===== src/hdl/sbq_pkg.sv =====
// ---------------------------------------------------------------------------
// Broadcast queue package
// Sizes, codes and shared types of the multi-reader broadcast queue.
// ---------------------------------------------------------------------------
package sbq_pkg;

   localparam int QUEUE_DEPTH   = 16;
   localparam int SUB_SLOTS     = 64;
   localparam int PAYLOAD_WIDTH = 32;
   localparam int TAG_W         = 16;
   localparam int OP_W          = 3;
   localparam int STATUS_W      = 3;
   localparam int CAP_W         = 5;
   localparam int POS_W         = $clog2(QUEUE_DEPTH + 1);
   localparam int SLOT_W        = $clog2(QUEUE_DEPTH);
   localparam int SUB_IDX_W     = (SUB_SLOTS > 1) ? $clog2(SUB_SLOTS) : 1;
   localparam int SUB_CNT_W     = 7;
   localparam int PEND_W        = 7;

   localparam logic [POS_W-1:0] NO_UNREAD = POS_W'(QUEUE_DEPTH);

   // operation codes
   localparam logic [OP_W-1:0] OP_SUBSCRIBE   = 3'd0;
   localparam logic [OP_W-1:0] OP_UNSUBSCRIBE = 3'd1;
   localparam logic [OP_W-1:0] OP_PUT         = 3'd2;
   localparam logic [OP_W-1:0] OP_GET         = 3'd3;
   localparam logic [OP_W-1:0] OP_COUNT       = 3'd4;
   localparam logic [OP_W-1:0] OP_REMOVE      = 3'd5;

   // status codes
   localparam logic [STATUS_W-1:0] ST_OK        = 3'd0;
   localparam logic [STATUS_W-1:0] ST_FULL      = 3'd1;
   localparam logic [STATUS_W-1:0] ST_EMPTY     = 3'd2;
   localparam logic [STATUS_W-1:0] ST_DROPPED   = 3'd3;
   localparam logic [STATUS_W-1:0] ST_UNKNOWN   = 3'd4;
   localparam logic [STATUS_W-1:0] ST_NOT_FOUND = 3'd5;

   typedef enum logic [2:0] {
      S_IDLE,
      S_RECLAIM,
      S_SWEEP,
      S_FINISH,
      S_RESP
   } state_type;

   // per message cell control
   typedef struct packed {
      logic shift;
      logic load;
      logic dec;
   } msg_ctl_type;

   // one subscriber table entry
   typedef struct packed {
      logic             valid;
      logic [TAG_W-1:0] tag;
      logic [POS_W-1:0] mark;
   } sub_entry_type;

endpackage


===== src/hdl/sbq_if.sv =====
// ---------------------------------------------------------------------------
// Broadcast queue channels
// Request and response channels with valid/ready handshake.
// ---------------------------------------------------------------------------
interface sbq_req_if;
   logic                              valid;
   logic                              ready;
   logic [sbq_pkg::OP_W-1:0]          operation;
   logic [sbq_pkg::TAG_W-1:0]         subscriber_id;
   logic [sbq_pkg::PAYLOAD_WIDTH-1:0] payload;

   modport source (output valid, operation, subscriber_id, payload, input ready);
   modport sink   (input valid, operation, subscriber_id, payload, output ready);
endinterface

interface sbq_rsp_if;
   logic                              valid;
   logic                              ready;
   logic [sbq_pkg::STATUS_W-1:0]      status;
   logic [sbq_pkg::PAYLOAD_WIDTH-1:0] message;
   logic [sbq_pkg::POS_W-1:0]         unread_count;

   modport source (output valid, status, message, unread_count, input ready);
   modport sink   (input valid, status, message, unread_count, output ready);
endinterface


===== src/hdl/sbq_msg_cell.sv =====
// ---------------------------------------------------------------------------
// Message cell
// One queue position: word and pending reader count, shifts toward the head.
// ---------------------------------------------------------------------------
module sbq_msg_cell (
   input  logic                              clock,
   input  sbq_pkg::msg_ctl_type              ctl,
   input  logic [sbq_pkg::PAYLOAD_WIDTH-1:0] nb_word,
   input  logic [sbq_pkg::PEND_W-1:0]        nb_pend,
   input  logic [sbq_pkg::PAYLOAD_WIDTH-1:0] new_word,
   input  logic [sbq_pkg::PEND_W-1:0]        new_pend,
   output logic [sbq_pkg::PAYLOAD_WIDTH-1:0] word,
   output logic [sbq_pkg::PEND_W-1:0]        pend
);
   import sbq_pkg::*;

   logic [PAYLOAD_WIDTH-1:0] word_ff;
   logic [PEND_W-1:0]        pend_ff;

   // load a new message, take the neighbor's, or drop one reader
   always_ff @(posedge clock) begin
      if (ctl.load) begin
         word_ff <= new_word;
         pend_ff <= new_pend;
      end else if (ctl.shift) begin
         word_ff <= nb_word;
         pend_ff <= nb_pend;
      end else if (ctl.dec && (pend_ff != '0)) begin
         pend_ff <= pend_ff - PEND_W'(1);
      end
   end

   assign word = word_ff;
   assign pend = pend_ff;

endmodule


===== src/hdl/sbq_sub_cell.sv =====
// ---------------------------------------------------------------------------
// Subscriber cell
// One subscriber table entry in the circulating ring.
// ---------------------------------------------------------------------------
module sbq_sub_cell (
   input  logic                  clock,
   input  logic                  reset,
   input  logic                  shift,
   input  sbq_pkg::sub_entry_type nb,
   output sbq_pkg::sub_entry_type entry
);
   import sbq_pkg::*;

   sub_entry_type entry_ff;

   // clear valid on reset, advance the ring on shift
   always_ff @(posedge clock) begin
      if (reset) begin
         entry_ff.valid <= 1'b0;
      end else if (shift) begin
         entry_ff <= nb;
      end
   end

   assign entry = entry_ff;

endmodule


===== src/hdl/broadcast_queue_with_reader_pointers.sv =====
// ---------------------------------------------------------------------------
// Broadcast queue with reader pointers
// Bounded queue read by every subscriber, each with its own next-unread mark.
// ---------------------------------------------------------------------------
//  channel  direction  handshake        payload
//  req_bus  in         valid / ready    operation, subscriber_id, payload
//  rsp_bus  out        valid / ready    status, message, unread_count
//  csr      in         csr_wr_en        csr_wr_data (capacity)
//
//  A put that finds the queue full first reclaims head messages that no reader
//  still waits on (0..16 messages), until none is left to drop; every beat then
//  sweeps the subscriber ring and finishes before the response beat.
//  The subscriber ring makes one full turn per beat, one entry per cycle.
//  Reset clears the subscriber valid bits and the message count; no sweep.
//  req_bus stays low-ready until the response beat has been taken.
// ---------------------------------------------------------------------------
module broadcast_queue_with_reader_pointers (
   input  logic                       clock,
   input  logic                       reset,
   sbq_req_if.sink                    req_bus,
   sbq_rsp_if.source                  rsp_bus,
   input  logic                       csr_wr_en,
   input  logic [sbq_pkg::CAP_W-1:0]  csr_wr_data
);
   import sbq_pkg::*;

   state_type state_ff, state_in;

   logic [OP_W-1:0]          op_ff;
   logic [TAG_W-1:0]         id_ff;
   logic [PAYLOAD_WIDTH-1:0] word_ff;
   logic [CAP_W-1:0]         cap_ff;
   logic [POS_W-1:0]         count_ff;
   logic [SUB_CNT_W-1:0]     sub_cnt_ff;
   logic [POS_W-1:0]         reclaim_ff;
   logic [SUB_IDX_W-1:0]     step_ff;
   logic                     found_ff, found_in;
   logic [POS_W-1:0]         rec_mark_ff, rec_mark_in;
   logic                     hit_ff, hit_in;
   logic [SLOT_W-1:0]        hit_pos_ff, hit_pos_in;
   logic [STATUS_W-1:0]      status_ff;
   logic [PAYLOAD_WIDTH-1:0] message_ff;
   logic [POS_W-1:0]         unread_ff;

   logic [CAP_W-1:0]         cap_eff;
   logic                     put_ok;
   logic                     reclaim_go;
   logic                     accept;
   logic                     sub_shift;

   sub_entry_type            sub_q [SUB_SLOTS];
   sub_entry_type            head_new;
   logic [POS_W-1:0]         adj_mark;

   logic [PAYLOAD_WIDTH-1:0] mword_q [QUEUE_DEPTH];
   logic [PEND_W-1:0]        mpend_q [QUEUE_DEPTH];
   msg_ctl_type              mctl    [QUEUE_DEPTH];

   // effective capacity, clamped to 1..QUEUE_DEPTH
   always_comb begin
      if (cap_ff == '0) begin
         cap_eff = CAP_W'(1);
      end else if (cap_ff > CAP_W'(QUEUE_DEPTH)) begin
         cap_eff = CAP_W'(QUEUE_DEPTH);
      end else begin
         cap_eff = cap_ff;
      end
   end

   assign put_ok     = ({1'b0, count_ff} < {1'b0, cap_eff}) && (sub_cnt_ff != '0);
   assign reclaim_go = (count_ff != '0) && (mpend_q[0] == '0);
   assign accept     = req_bus.valid && req_bus.ready;

   // subscriber ring
   for (genvar i = 0; i < SUB_SLOTS; i++) begin : g_sub
      sbq_sub_cell u_cell (
         .clock (clock),
         .reset (reset),
         .shift (sub_shift),
         .nb    ((i == SUB_SLOTS - 1) ? head_new : sub_q[(i + 1) % SUB_SLOTS]),
         .entry (sub_q[i])
      );
   end

   // message chain
   for (genvar k = 0; k < QUEUE_DEPTH; k++) begin : g_msg
      sbq_msg_cell u_cell (
         .clock    (clock),
         .ctl      (mctl[k]),
         .nb_word  ((k == QUEUE_DEPTH - 1) ? '0 : mword_q[(k + 1) % QUEUE_DEPTH]),
         .nb_pend  ((k == QUEUE_DEPTH - 1) ? '0 : mpend_q[(k + 1) % QUEUE_DEPTH]),
         .new_word (word_ff),
         .new_pend (PEND_W'(sub_cnt_ff)),
         .word     (mword_q[k]),
         .pend     (mpend_q[k])
      );
   end

   // find the oldest message that matches a remove word
   always_comb begin
      hit_in     = 1'b0;
      hit_pos_in = '0;
      for (int k = 0; k < QUEUE_DEPTH; k++) begin
         if (!hit_in && (POS_W'(k) < count_ff) && (mword_q[k] == req_bus.payload)) begin
            hit_in     = 1'b1;
            hit_pos_in = SLOT_W'(k);
         end
      end
   end

   // process the entry at the head of the ring
   always_comb begin
      head_new    = sub_q[0];
      found_in    = found_ff;
      rec_mark_in = rec_mark_ff;
      adj_mark    = sub_q[0].mark;
      case (op_ff)
         OP_SUBSCRIBE: begin
            if (!found_ff && !sub_q[0].valid) begin
               head_new.valid = 1'b1;
               head_new.tag   = id_ff;
               head_new.mark  = NO_UNREAD;
               found_in       = 1'b1;
            end
         end
         OP_UNSUBSCRIBE: begin
            if (!found_ff && sub_q[0].valid && (sub_q[0].tag == id_ff)) begin
               head_new.valid = 1'b0;
               head_new.mark  = NO_UNREAD;
               found_in       = 1'b1;
               rec_mark_in    = sub_q[0].mark;
            end
         end
         OP_PUT: begin
            if (sub_q[0].valid) begin
               if ((sub_q[0].mark != NO_UNREAD) && (reclaim_ff != '0)) begin
                  if (count_ff == '0) begin
                     adj_mark = NO_UNREAD;
                  end else if (sub_q[0].mark > reclaim_ff) begin
                     adj_mark = sub_q[0].mark - reclaim_ff;
                  end else begin
                     adj_mark = '0;
                  end
               end
               if (put_ok && (adj_mark == NO_UNREAD)) begin
                  adj_mark = count_ff;
               end
               head_new.mark = adj_mark;
            end
         end
         OP_GET: begin
            if (!found_ff && sub_q[0].valid && (sub_q[0].tag == id_ff)) begin
               found_in    = 1'b1;
               rec_mark_in = sub_q[0].mark;
               if (sub_q[0].mark < count_ff) begin
                  if ((sub_q[0].mark + POS_W'(1)) < count_ff) begin
                     head_new.mark = sub_q[0].mark + POS_W'(1);
                  end else begin
                     head_new.mark = NO_UNREAD;
                  end
               end
            end
         end
         OP_COUNT: begin
            if (!found_ff && sub_q[0].valid && (sub_q[0].tag == id_ff)) begin
               found_in    = 1'b1;
               rec_mark_in = sub_q[0].mark;
            end
         end
         OP_REMOVE: begin
            if (hit_ff && sub_q[0].valid && (sub_q[0].mark != NO_UNREAD)) begin
               if (sub_q[0].mark > {1'b0, hit_pos_ff}) begin
                  adj_mark = sub_q[0].mark - POS_W'(1);
               end
               if (adj_mark >= (count_ff - POS_W'(1))) begin
                  adj_mark = NO_UNREAD;
               end
               head_new.mark = adj_mark;
            end
         end
         default: begin
         end
      endcase
   end

   // next state
   always_comb begin
      state_in = state_ff;
      unique case (state_ff)
         S_IDLE: begin
            if (req_bus.valid) begin
               if ((req_bus.operation == OP_PUT) &&
                   ({1'b0, count_ff} >= {1'b0, cap_eff})) begin
                  state_in = S_RECLAIM;
               end else begin
                  state_in = S_SWEEP;
               end
            end
         end
         S_RECLAIM: begin
            if (!reclaim_go) begin
               state_in = S_SWEEP;
            end
         end
         S_SWEEP: begin
            if (step_ff == SUB_IDX_W'(SUB_SLOTS - 1)) begin
               state_in = S_FINISH;
            end
         end
         S_FINISH: begin
            state_in = S_RESP;
         end
         S_RESP: begin
            if (rsp_bus.ready) begin
               state_in = S_IDLE;
            end
         end
         default: begin
            state_in = S_IDLE;
         end
      endcase
   end

   // outputs and message cell controls
   always_comb begin
      req_bus.ready = (state_ff == S_IDLE);
      rsp_bus.valid = (state_ff == S_RESP);
      sub_shift     = (state_ff == S_SWEEP);
      for (int k = 0; k < QUEUE_DEPTH; k++) begin
         mctl[k] = '0;
      end
      unique case (state_ff)
         S_RECLAIM: begin
            for (int k = 0; k < QUEUE_DEPTH; k++) begin
               mctl[k].shift = reclaim_go;
            end
         end
         S_FINISH: begin
            for (int k = 0; k < QUEUE_DEPTH; k++) begin
               case (op_ff)
                  OP_PUT: begin
                     mctl[k].load = put_ok && (count_ff == POS_W'(k));
                  end
                  OP_UNSUBSCRIBE: begin
                     mctl[k].dec = found_ff && (POS_W'(k) >= rec_mark_ff) &&
                                   (POS_W'(k) < count_ff);
                  end
                  OP_GET: begin
                     mctl[k].dec = found_ff && (rec_mark_ff < count_ff) &&
                                   (rec_mark_ff == POS_W'(k));
                  end
                  OP_REMOVE: begin
                     mctl[k].shift = hit_ff && (SLOT_W'(k) >= hit_pos_ff);
                  end
                  default: begin
                  end
               endcase
            end
         end
         default: begin
         end
      endcase
   end

   assign rsp_bus.status       = status_ff;
   assign rsp_bus.message      = message_ff;
   assign rsp_bus.unread_count = unread_ff;

   // control registers
   always_ff @(posedge clock) begin
      if (reset) begin
         state_ff   <= S_IDLE;
         cap_ff     <= CAP_W'(QUEUE_DEPTH);
         count_ff   <= '0;
         sub_cnt_ff <= '0;
         step_ff    <= '0;
         found_ff   <= 1'b0;
         reclaim_ff <= '0;
      end else begin
         state_ff <= state_in;
         if (csr_wr_en) begin
            cap_ff <= csr_wr_data;
         end
         unique case (state_ff)
            S_IDLE: begin
               step_ff    <= '0;
               found_ff   <= 1'b0;
               reclaim_ff <= '0;
            end
            S_RECLAIM: begin
               if (reclaim_go) begin
                  count_ff   <= count_ff - POS_W'(1);
                  reclaim_ff <= reclaim_ff + POS_W'(1);
               end
            end
            S_SWEEP: begin
               step_ff  <= step_ff + SUB_IDX_W'(1);
               found_ff <= found_in;
            end
            S_FINISH: begin
               case (op_ff)
                  OP_SUBSCRIBE: begin
                     if (found_ff) begin
                        sub_cnt_ff <= sub_cnt_ff + SUB_CNT_W'(1);
                     end
                  end
                  OP_UNSUBSCRIBE: begin
                     if (found_ff && (sub_cnt_ff != '0)) begin
                        sub_cnt_ff <= sub_cnt_ff - SUB_CNT_W'(1);
                     end
                  end
                  OP_PUT: begin
                     if (put_ok) begin
                        count_ff <= count_ff + POS_W'(1);
                     end
                  end
                  OP_REMOVE: begin
                     if (hit_ff) begin
                        count_ff <= count_ff - POS_W'(1);
                     end
                  end
                  default: begin
                  end
               endcase
            end
            default: begin
            end
         endcase
      end
   end

   // capture the request and the sweep findings
   always_ff @(posedge clock) begin
      if (accept) begin
         op_ff      <= req_bus.operation;
         id_ff      <= req_bus.subscriber_id;
         word_ff    <= req_bus.payload;
         hit_ff     <= hit_in;
         hit_pos_ff <= hit_pos_in;
      end
      if (state_ff == S_SWEEP) begin
         rec_mark_ff <= rec_mark_in;
      end
   end

   // build the response beat
   always_ff @(posedge clock) begin
      if (state_ff == S_FINISH) begin
         status_ff  <= ST_OK;
         message_ff <= '0;
         unread_ff  <= '0;
         case (op_ff)
            OP_SUBSCRIBE, OP_UNSUBSCRIBE: begin
               if (!found_ff) begin
                  status_ff <= ST_UNKNOWN;
               end
            end
            OP_PUT: begin
               if ({1'b0, count_ff} >= {1'b0, cap_eff}) begin
                  status_ff <= ST_FULL;
               end else if (sub_cnt_ff == '0) begin
                  status_ff <= ST_DROPPED;
               end
            end
            OP_GET: begin
               if (!found_ff) begin
                  status_ff <= ST_UNKNOWN;
               end else if (rec_mark_ff >= count_ff) begin
                  status_ff <= ST_EMPTY;
               end else begin
                  message_ff <= mword_q[rec_mark_ff[SLOT_W-1:0]];
               end
            end
            OP_COUNT: begin
               if (!found_ff) begin
                  status_ff <= ST_UNKNOWN;
               end else if (rec_mark_ff < count_ff) begin
                  unread_ff <= count_ff - rec_mark_ff;
               end
            end
            OP_REMOVE: begin
               if (!hit_ff) begin
                  status_ff <= ST_NOT_FOUND;
               end
            end
            default: begin
               status_ff <= ST_UNKNOWN;
            end
         endcase
      end
   end

endmodule


===== src/flat_wrapper.sv =====
// flat-port wrapper written by rule: the top's interface ports become plain ports
module broadcast_queue_with_reader_pointers_flat import sbq_pkg::*;
  (clock, reset, csr_wr_en, csr_wr_data, req_bus_valid, req_bus_operation, req_bus_subscriber_id, req_bus_payload, req_bus_ready, rsp_bus_valid, rsp_bus_status, rsp_bus_message, rsp_bus_unread_count, rsp_bus_ready);
  sbq_req_if req_bus_i ();
  sbq_rsp_if rsp_bus_i ();
  input  logic clock;
  input  logic reset;
  input  logic csr_wr_en;
  input  logic [sbq_pkg::CAP_W-1:0] csr_wr_data;
  input wire logic [$bits(req_bus_i.valid)-1:0] req_bus_valid;
  input wire logic [$bits(req_bus_i.operation)-1:0] req_bus_operation;
  input wire logic [$bits(req_bus_i.subscriber_id)-1:0] req_bus_subscriber_id;
  input wire logic [$bits(req_bus_i.payload)-1:0] req_bus_payload;
  output wire logic [$bits(req_bus_i.ready)-1:0] req_bus_ready;
  output wire logic [$bits(rsp_bus_i.valid)-1:0] rsp_bus_valid;
  output wire logic [$bits(rsp_bus_i.status)-1:0] rsp_bus_status;
  output wire logic [$bits(rsp_bus_i.message)-1:0] rsp_bus_message;
  output wire logic [$bits(rsp_bus_i.unread_count)-1:0] rsp_bus_unread_count;
  input wire logic [$bits(rsp_bus_i.ready)-1:0] rsp_bus_ready;
  assign req_bus_i.valid = req_bus_valid;
  assign req_bus_i.operation = req_bus_operation;
  assign req_bus_i.subscriber_id = req_bus_subscriber_id;
  assign req_bus_i.payload = req_bus_payload;
  assign req_bus_ready = req_bus_i.ready;
  assign rsp_bus_valid = rsp_bus_i.valid;
  assign rsp_bus_status = rsp_bus_i.status;
  assign rsp_bus_message = rsp_bus_i.message;
  assign rsp_bus_unread_count = rsp_bus_i.unread_count;
  assign rsp_bus_i.ready = rsp_bus_ready;
  broadcast_queue_with_reader_pointers u_core (.clock(clock), .reset(reset), .req_bus(req_bus_i), .rsp_bus(rsp_bus_i), .csr_wr_en(csr_wr_en), .csr_wr_data(csr_wr_data));
endmodule

===== config.mk =====
export PLATFORM = sky130hd
export DESIGN_NAME = broadcast_queue_with_reader_pointers_flat
export DESIGN_NICKNAME = d
export VERILOG_FILES = /design/src/hdl/sbq_pkg.sv /design/src/hdl/sbq_if.sv /design/src/hdl/sbq_msg_cell.sv /design/src/hdl/sbq_sub_cell.sv /design/src/hdl/broadcast_queue_with_reader_pointers.sv /design/src/flat_wrapper.sv
export SDC_FILE = /design/constraint.sdc
export NUM_CORES = 2
export LEC_CHECK = 0
export BUFFER_PORTS_ARGS = -buffer_cell sky130_fd_sc_hd__buf_4
export CAP_MARGIN = 20
export CELL_PAD_IN_SITES_DETAIL_PLACEMENT = 1
export CELL_PAD_IN_SITES_GLOBAL_PLACEMENT = 2
export CORE_MARGIN = 2
export CORE_UTILIZATION = 45
export CTS_CLUSTER_DIAMETER = 200
export DETAILED_ROUTE_END_ITERATION = 12
export PLACE_DENSITY_LB_ADDON = 0.1
export SETUP_SLACK_MARGIN = 0.2
export SYNTH_ARGS = -nofsm -noshare
export SYNTH_HDL_FRONTEND = slang
export SYNTH_HIERARCHICAL = 1
export SYNTH_SLANG_ARGS = --single-unit

===== constraint.sdc =====
create_clock -name clock -period 11.6 [get_ports clock]
set_input_delay 0.58 -clock clock [delete_from_list [all_inputs] [get_ports clock]]
set_output_delay 0.58 -clock clock [all_outputs]
set_load 0.05 [all_outputs]

==> impl_metrics.csv <==
group,metric,value,unit
outcome,status,"complete, no violations",
timing,report.final.slew_viol_count,0,
timing,setup_tns,0,ns
power,power,16.62,mW
min_path,hold_end,"u_core/state_ff[2]$_SDFFE_PP0P_",
synthesis,syn_area,90310,um2
floorplanning,die_h,452.0,um
synthesis,synth_edf_count,2069,
floorplanning,die-width,452.0,um
placement,gp_congestion,0.8841,
clock_network,clk_latency,0.87,ns
drt,route.detailed.drc,0,
synthesis,synthMuxAreaShare,10.15,%
synthesis,yosys.area_share.simple,5.671,%
finish,multi_input_area,24420,um2
synthesis,synthAdderAreaFrac,0.9393,%
finish,layout.nets,5916,
finish,ff_latch_area,64050,um2
min_path,worstHoldStart,"rsp_bus_ready",
clock_network,numCtsBuffers,223,
finish,final_cells,8644,
clock_network,cts_buffer_depth,3,
drt,drtPass1Iterations,5,
setup_path,worstPathArrival,5.47,ns
setup_path,worstSetupEndpointType,"flop",
synthesis,syn_inst,5522,
synthesis,synth_top_family_by_area,"multiplexers",
setup_path,regToRegStartpoint,"u_core/rec_mark_ff[1]$_DFFE_PP_",
synthesis,synth_compound_area_share,4.174,%
global_route,grt_max_degree,79,
placement,place_inst,8185,
setup_path,regToRegSetupSlack,6.56,ns
timing,max_freq,198.5,MHz
finish,drive_gt1_share,20.88,%
placement,placed_cell_area,93940,um2
job,cap_violations,0,
synthesis,synthFlopType,"edfxtp_1",
clock_network,cts_resized,0,
drt,route.vias.total,49300,
setup_path,worstRegToRegCells,15,
floorplanning,die_area,204300,um2
clock_network,tritoncts,"built",
finish,final_util,50.98,%
finish,design_area,101800,um2
global_route,antenna_found_initial,14,
global_route,gr-total-overflow,0,
timing,finalSetupViolations,0,
global_route,globalRouteMet2Util,35.82,%
timing,fin_crit_sh,43.44,%
floorplanning,ios,103,
drt,detail_route.iter0.violations,4508,
setup_path,crit_required,12.03,ns
power,p_leak,31.85,nW
global_route,busiest_layer,"met1",
clock_network,cts_root_buf,"clkbuf_16",
clock_network,cts_sinks,2165,
floorplanning,coreArea,199700,um2
floorplanning,start_util,45.23,%
min_path,min_path_cells,3,
synthesis,synth_area_per_cell,16.35,um2
timing,relSlewSlack,15.72,%
synthesis,synth_warnings,6,
timing,setup_ws,6.561,ns
drt,antenna_left,0,
timing,rsz0062_at_grt,"false",
synthesis,synth_cell_type_count,81,
synthesis,yosysSeqAreaShare,70.92,%
global_route,grt_usage,24.86,%
setup_path,critical_path_class,"flop to flop",
power,p_per_area,163.3,nW/um2
power,irDropWorstVdd,149.8,uV
synthesis,yosys.area_share.xor_xnor,5.838,%
synthesis,ys_ff_latch,2165,
global_route,grt_use_met3,4.376,%
global_route,grt_pass1_vias,49190,
timing,holdWs,0.1060,ns
drt,wire_per_inst,29.65,um
setup_path,path_max_fanout,37,
timing,tightest_slew,1.264,ns
placement,portBuffers,102,
global_route,use_met1,38.86,%
clock_network,h-tree-depth,4,
setup_path,critPathLaunchType,"flop",
timing,final.min_clock_period,5.039,ns
clock_network,path_clk_slew,0.07,ns
timing,hold_viol_final,0,
min_path,hp-class,"primary input to flop",
finish,areaGrowthSynthToFinish,12.70,%
timing,fin_skew,0.06967,ns
finish,fillers,18640,
global_route,grt_pass1_wl,365.0,mm
drt,routed_wl,256.3,mm
clock_network,postCtsSetupBuffers,0,
floorplanning,rows,164,
setup_path,r2r-end,"u_core/g_msg[12].u_cell/pend[6]$_DFFE_PP_",
drt,via_per_inst,5.703,
synthesis,ys_async_sr_fraction,0,%
placement,place_ws,6.717,ns
placement,hpwl,182.2,mm
placed cells by master (no fill, tap or decap), types with 31 or more instances in the layout:
cell          n
mux2_2      489
a221oi_1     67
nor4_1       70
clkinv_2     47
xor2_1      265
clkbuf_1     47
clkbuf_16   227
buf_4       211
mux2i_1     114
nand2_1     154
xnor2_1     337
nand3_1      31
conb_1       39
edfxtp_1   2069
inv_2        35
nand4_1      90
o21ai_0     104
nor2_1      317
clkinv_1     41
mux2_1       96
o22ai_1      51
mux4_2       64
inv_1        98
a211oi_1     74
dfxtp_1      96
nor2b_1      63
nor3_1       48
a21oi_1     182
ha_1         63
worst max path at each step:
stage | startpoint | end | slack [ns]
2_1_floorplan | u_core/state_ff[0]$_SDFFE_PP0P_ | u_core/g_sub[0].u_cell/entry[0]$_DFFE_PP_ | 6.73
3_3_place_gp | u_core/state_ff[0]$_SDFFE_PP0P_ | u_core/g_msg[6].u_cell/pend[6]$_DFFE_PP_ | 6.75
3_5_place_dp | u_core/rec_mark_ff[1]$_DFFE_PP_ | u_core/g_msg[12].u_cell/pend[6]$_DFFE_PP_ | 6.72
4_1_cts | u_core/rec_mark_ff[1]$_DFFE_PP_ | u_core/g_msg[12].u_cell/pend[1]$_DFFE_PP_ | 6.66
5_1_grt | u_core/rec_mark_ff[1]$_DFFE_PP_ | u_core/g_msg[12].u_cell/pend[1]$_DFFE_PP_ | 6.31
6_report | u_core/rec_mark_ff[1]$_DFFE_PP_ | u_core/g_msg[12].u_cell/pend[6]$_DFFE_PP_ | 6.56
cells by family after synthesis:
kind of cell	count (synthesis)
other	1
AO/OA/AOI/OAI	595
adder cells (fa/ha/maj)	66
flip-flops	2165
XOR/XNOR	602
buffers and inverters	381
multiplexers	763
AND/OR/NAND/NOR	949
worst max-delay path, stage by stage (launching register included):
cell and delay (ns):
edfxtp_1 0.33, buf_4 0.54, inv_1 0.25, ha_1 0.35, nor2b_1 0.15, o21ai_1 0.09, a21boi_1 0.21, o21ai_1 0.13
a22oi_2 0.28, nand4_2 0.12, buf_4 0.34, nor4_2 0.53, a22oi_1 0.18, nor3_1 0.23, inv_1 0.10, o21ai_0 0.77
where the power goes:
part / leakage, nW / internal [mW] / switching [mW]
sequential: 18.6 / 8.76 / 0.150
clock: 3.62 / 4.14 / 3.04
combinational: 9.65 / 0.153 / 0.383
synthesized netlist by cell type (all sizes together), types with 6 or more instances:
master	number	area, um2
ha	63	788.3
nor3	65	395.4
nand2b	42	390.4
clkbuf	76	285.3
mux2	585	6588
a22oi	15	117.6
and2	10	62.56
o211ai	7	52.55
nand2	154	578.1
or3	8	50.05
mux2i	114	1141
nor2b	74	462.9
nor4b	17	345.3
xor2	265	2321
o22ai	51	319.1
dfxtp	96	1922
nand4	91	575.6
and3	26	162.7
a21oi	182	910.9
mux4	64	1441
xnor2	337	2952
or2	6	40.04
a211oi	74	555.5
inv	135	506.7
buf	168	1272
a31oi	8	50.05
a221oi	68	601.8
edfxtp	2069	62130
nand3	31	155.2
nor2	336	1301
o41ai	16	140.1
a21o	8	60.06
o21ai	129	645.6
nor4	76	494.2
layout make-up:
cell class                      count  area share [%]
Multi-Input combinational cell   3014           23.99
Timing Repair Buffer              248           1.993
Sequential cell                  2165           62.93
Clock inverter                    135           1.405
Inverter                          137          0.5102
Clock buffer                      284           5.890
Antenna cell                        5         0.01229
Tap cell                         2656           3.265
timing repair:
action	4_1_cts	5_1_grt
hold buffers	29	0
endpoints found under the hold margin	24	0
endpoints found under the setup margin	0	0
registers in the layout, summed over array words and instances (netlist names):
name                         flops
u_core/id_ff                    16
u_core/rsp_bus.unread_count      5
u_core/rec_mark_ff               5
u_core/sub_cnt_ff                7
u_core/state_ff                  3
u_core/rsp_bus.status            3
u_core/g_msg.u_cell/pend       112
u_core/hit_pos_ff                4
u_core/g_msg.u_cell/word       512
u_core/step_ff                   6
u_core/reclaim_ff                5
u_core/hit_ff                    1
u_core/count_ff                  5
u_core/op_ff                     3
u_core/cap_ff                    5
u_core/g_sub.u_cell/entry     1408
u_core/found_ff                  1
u_core/word_ff                  32
u_core/rsp_bus.message          32
per-layer routing:
metal / part of all wire [%] / wire [um]
met1: 48 / 121800
met2: 43 / 110300
met3: 7.1 / 18240
met4: 2.3 / 5906
met5: 0.036 / 92
No activity file was read; power rests on OpenSTA's default activity.
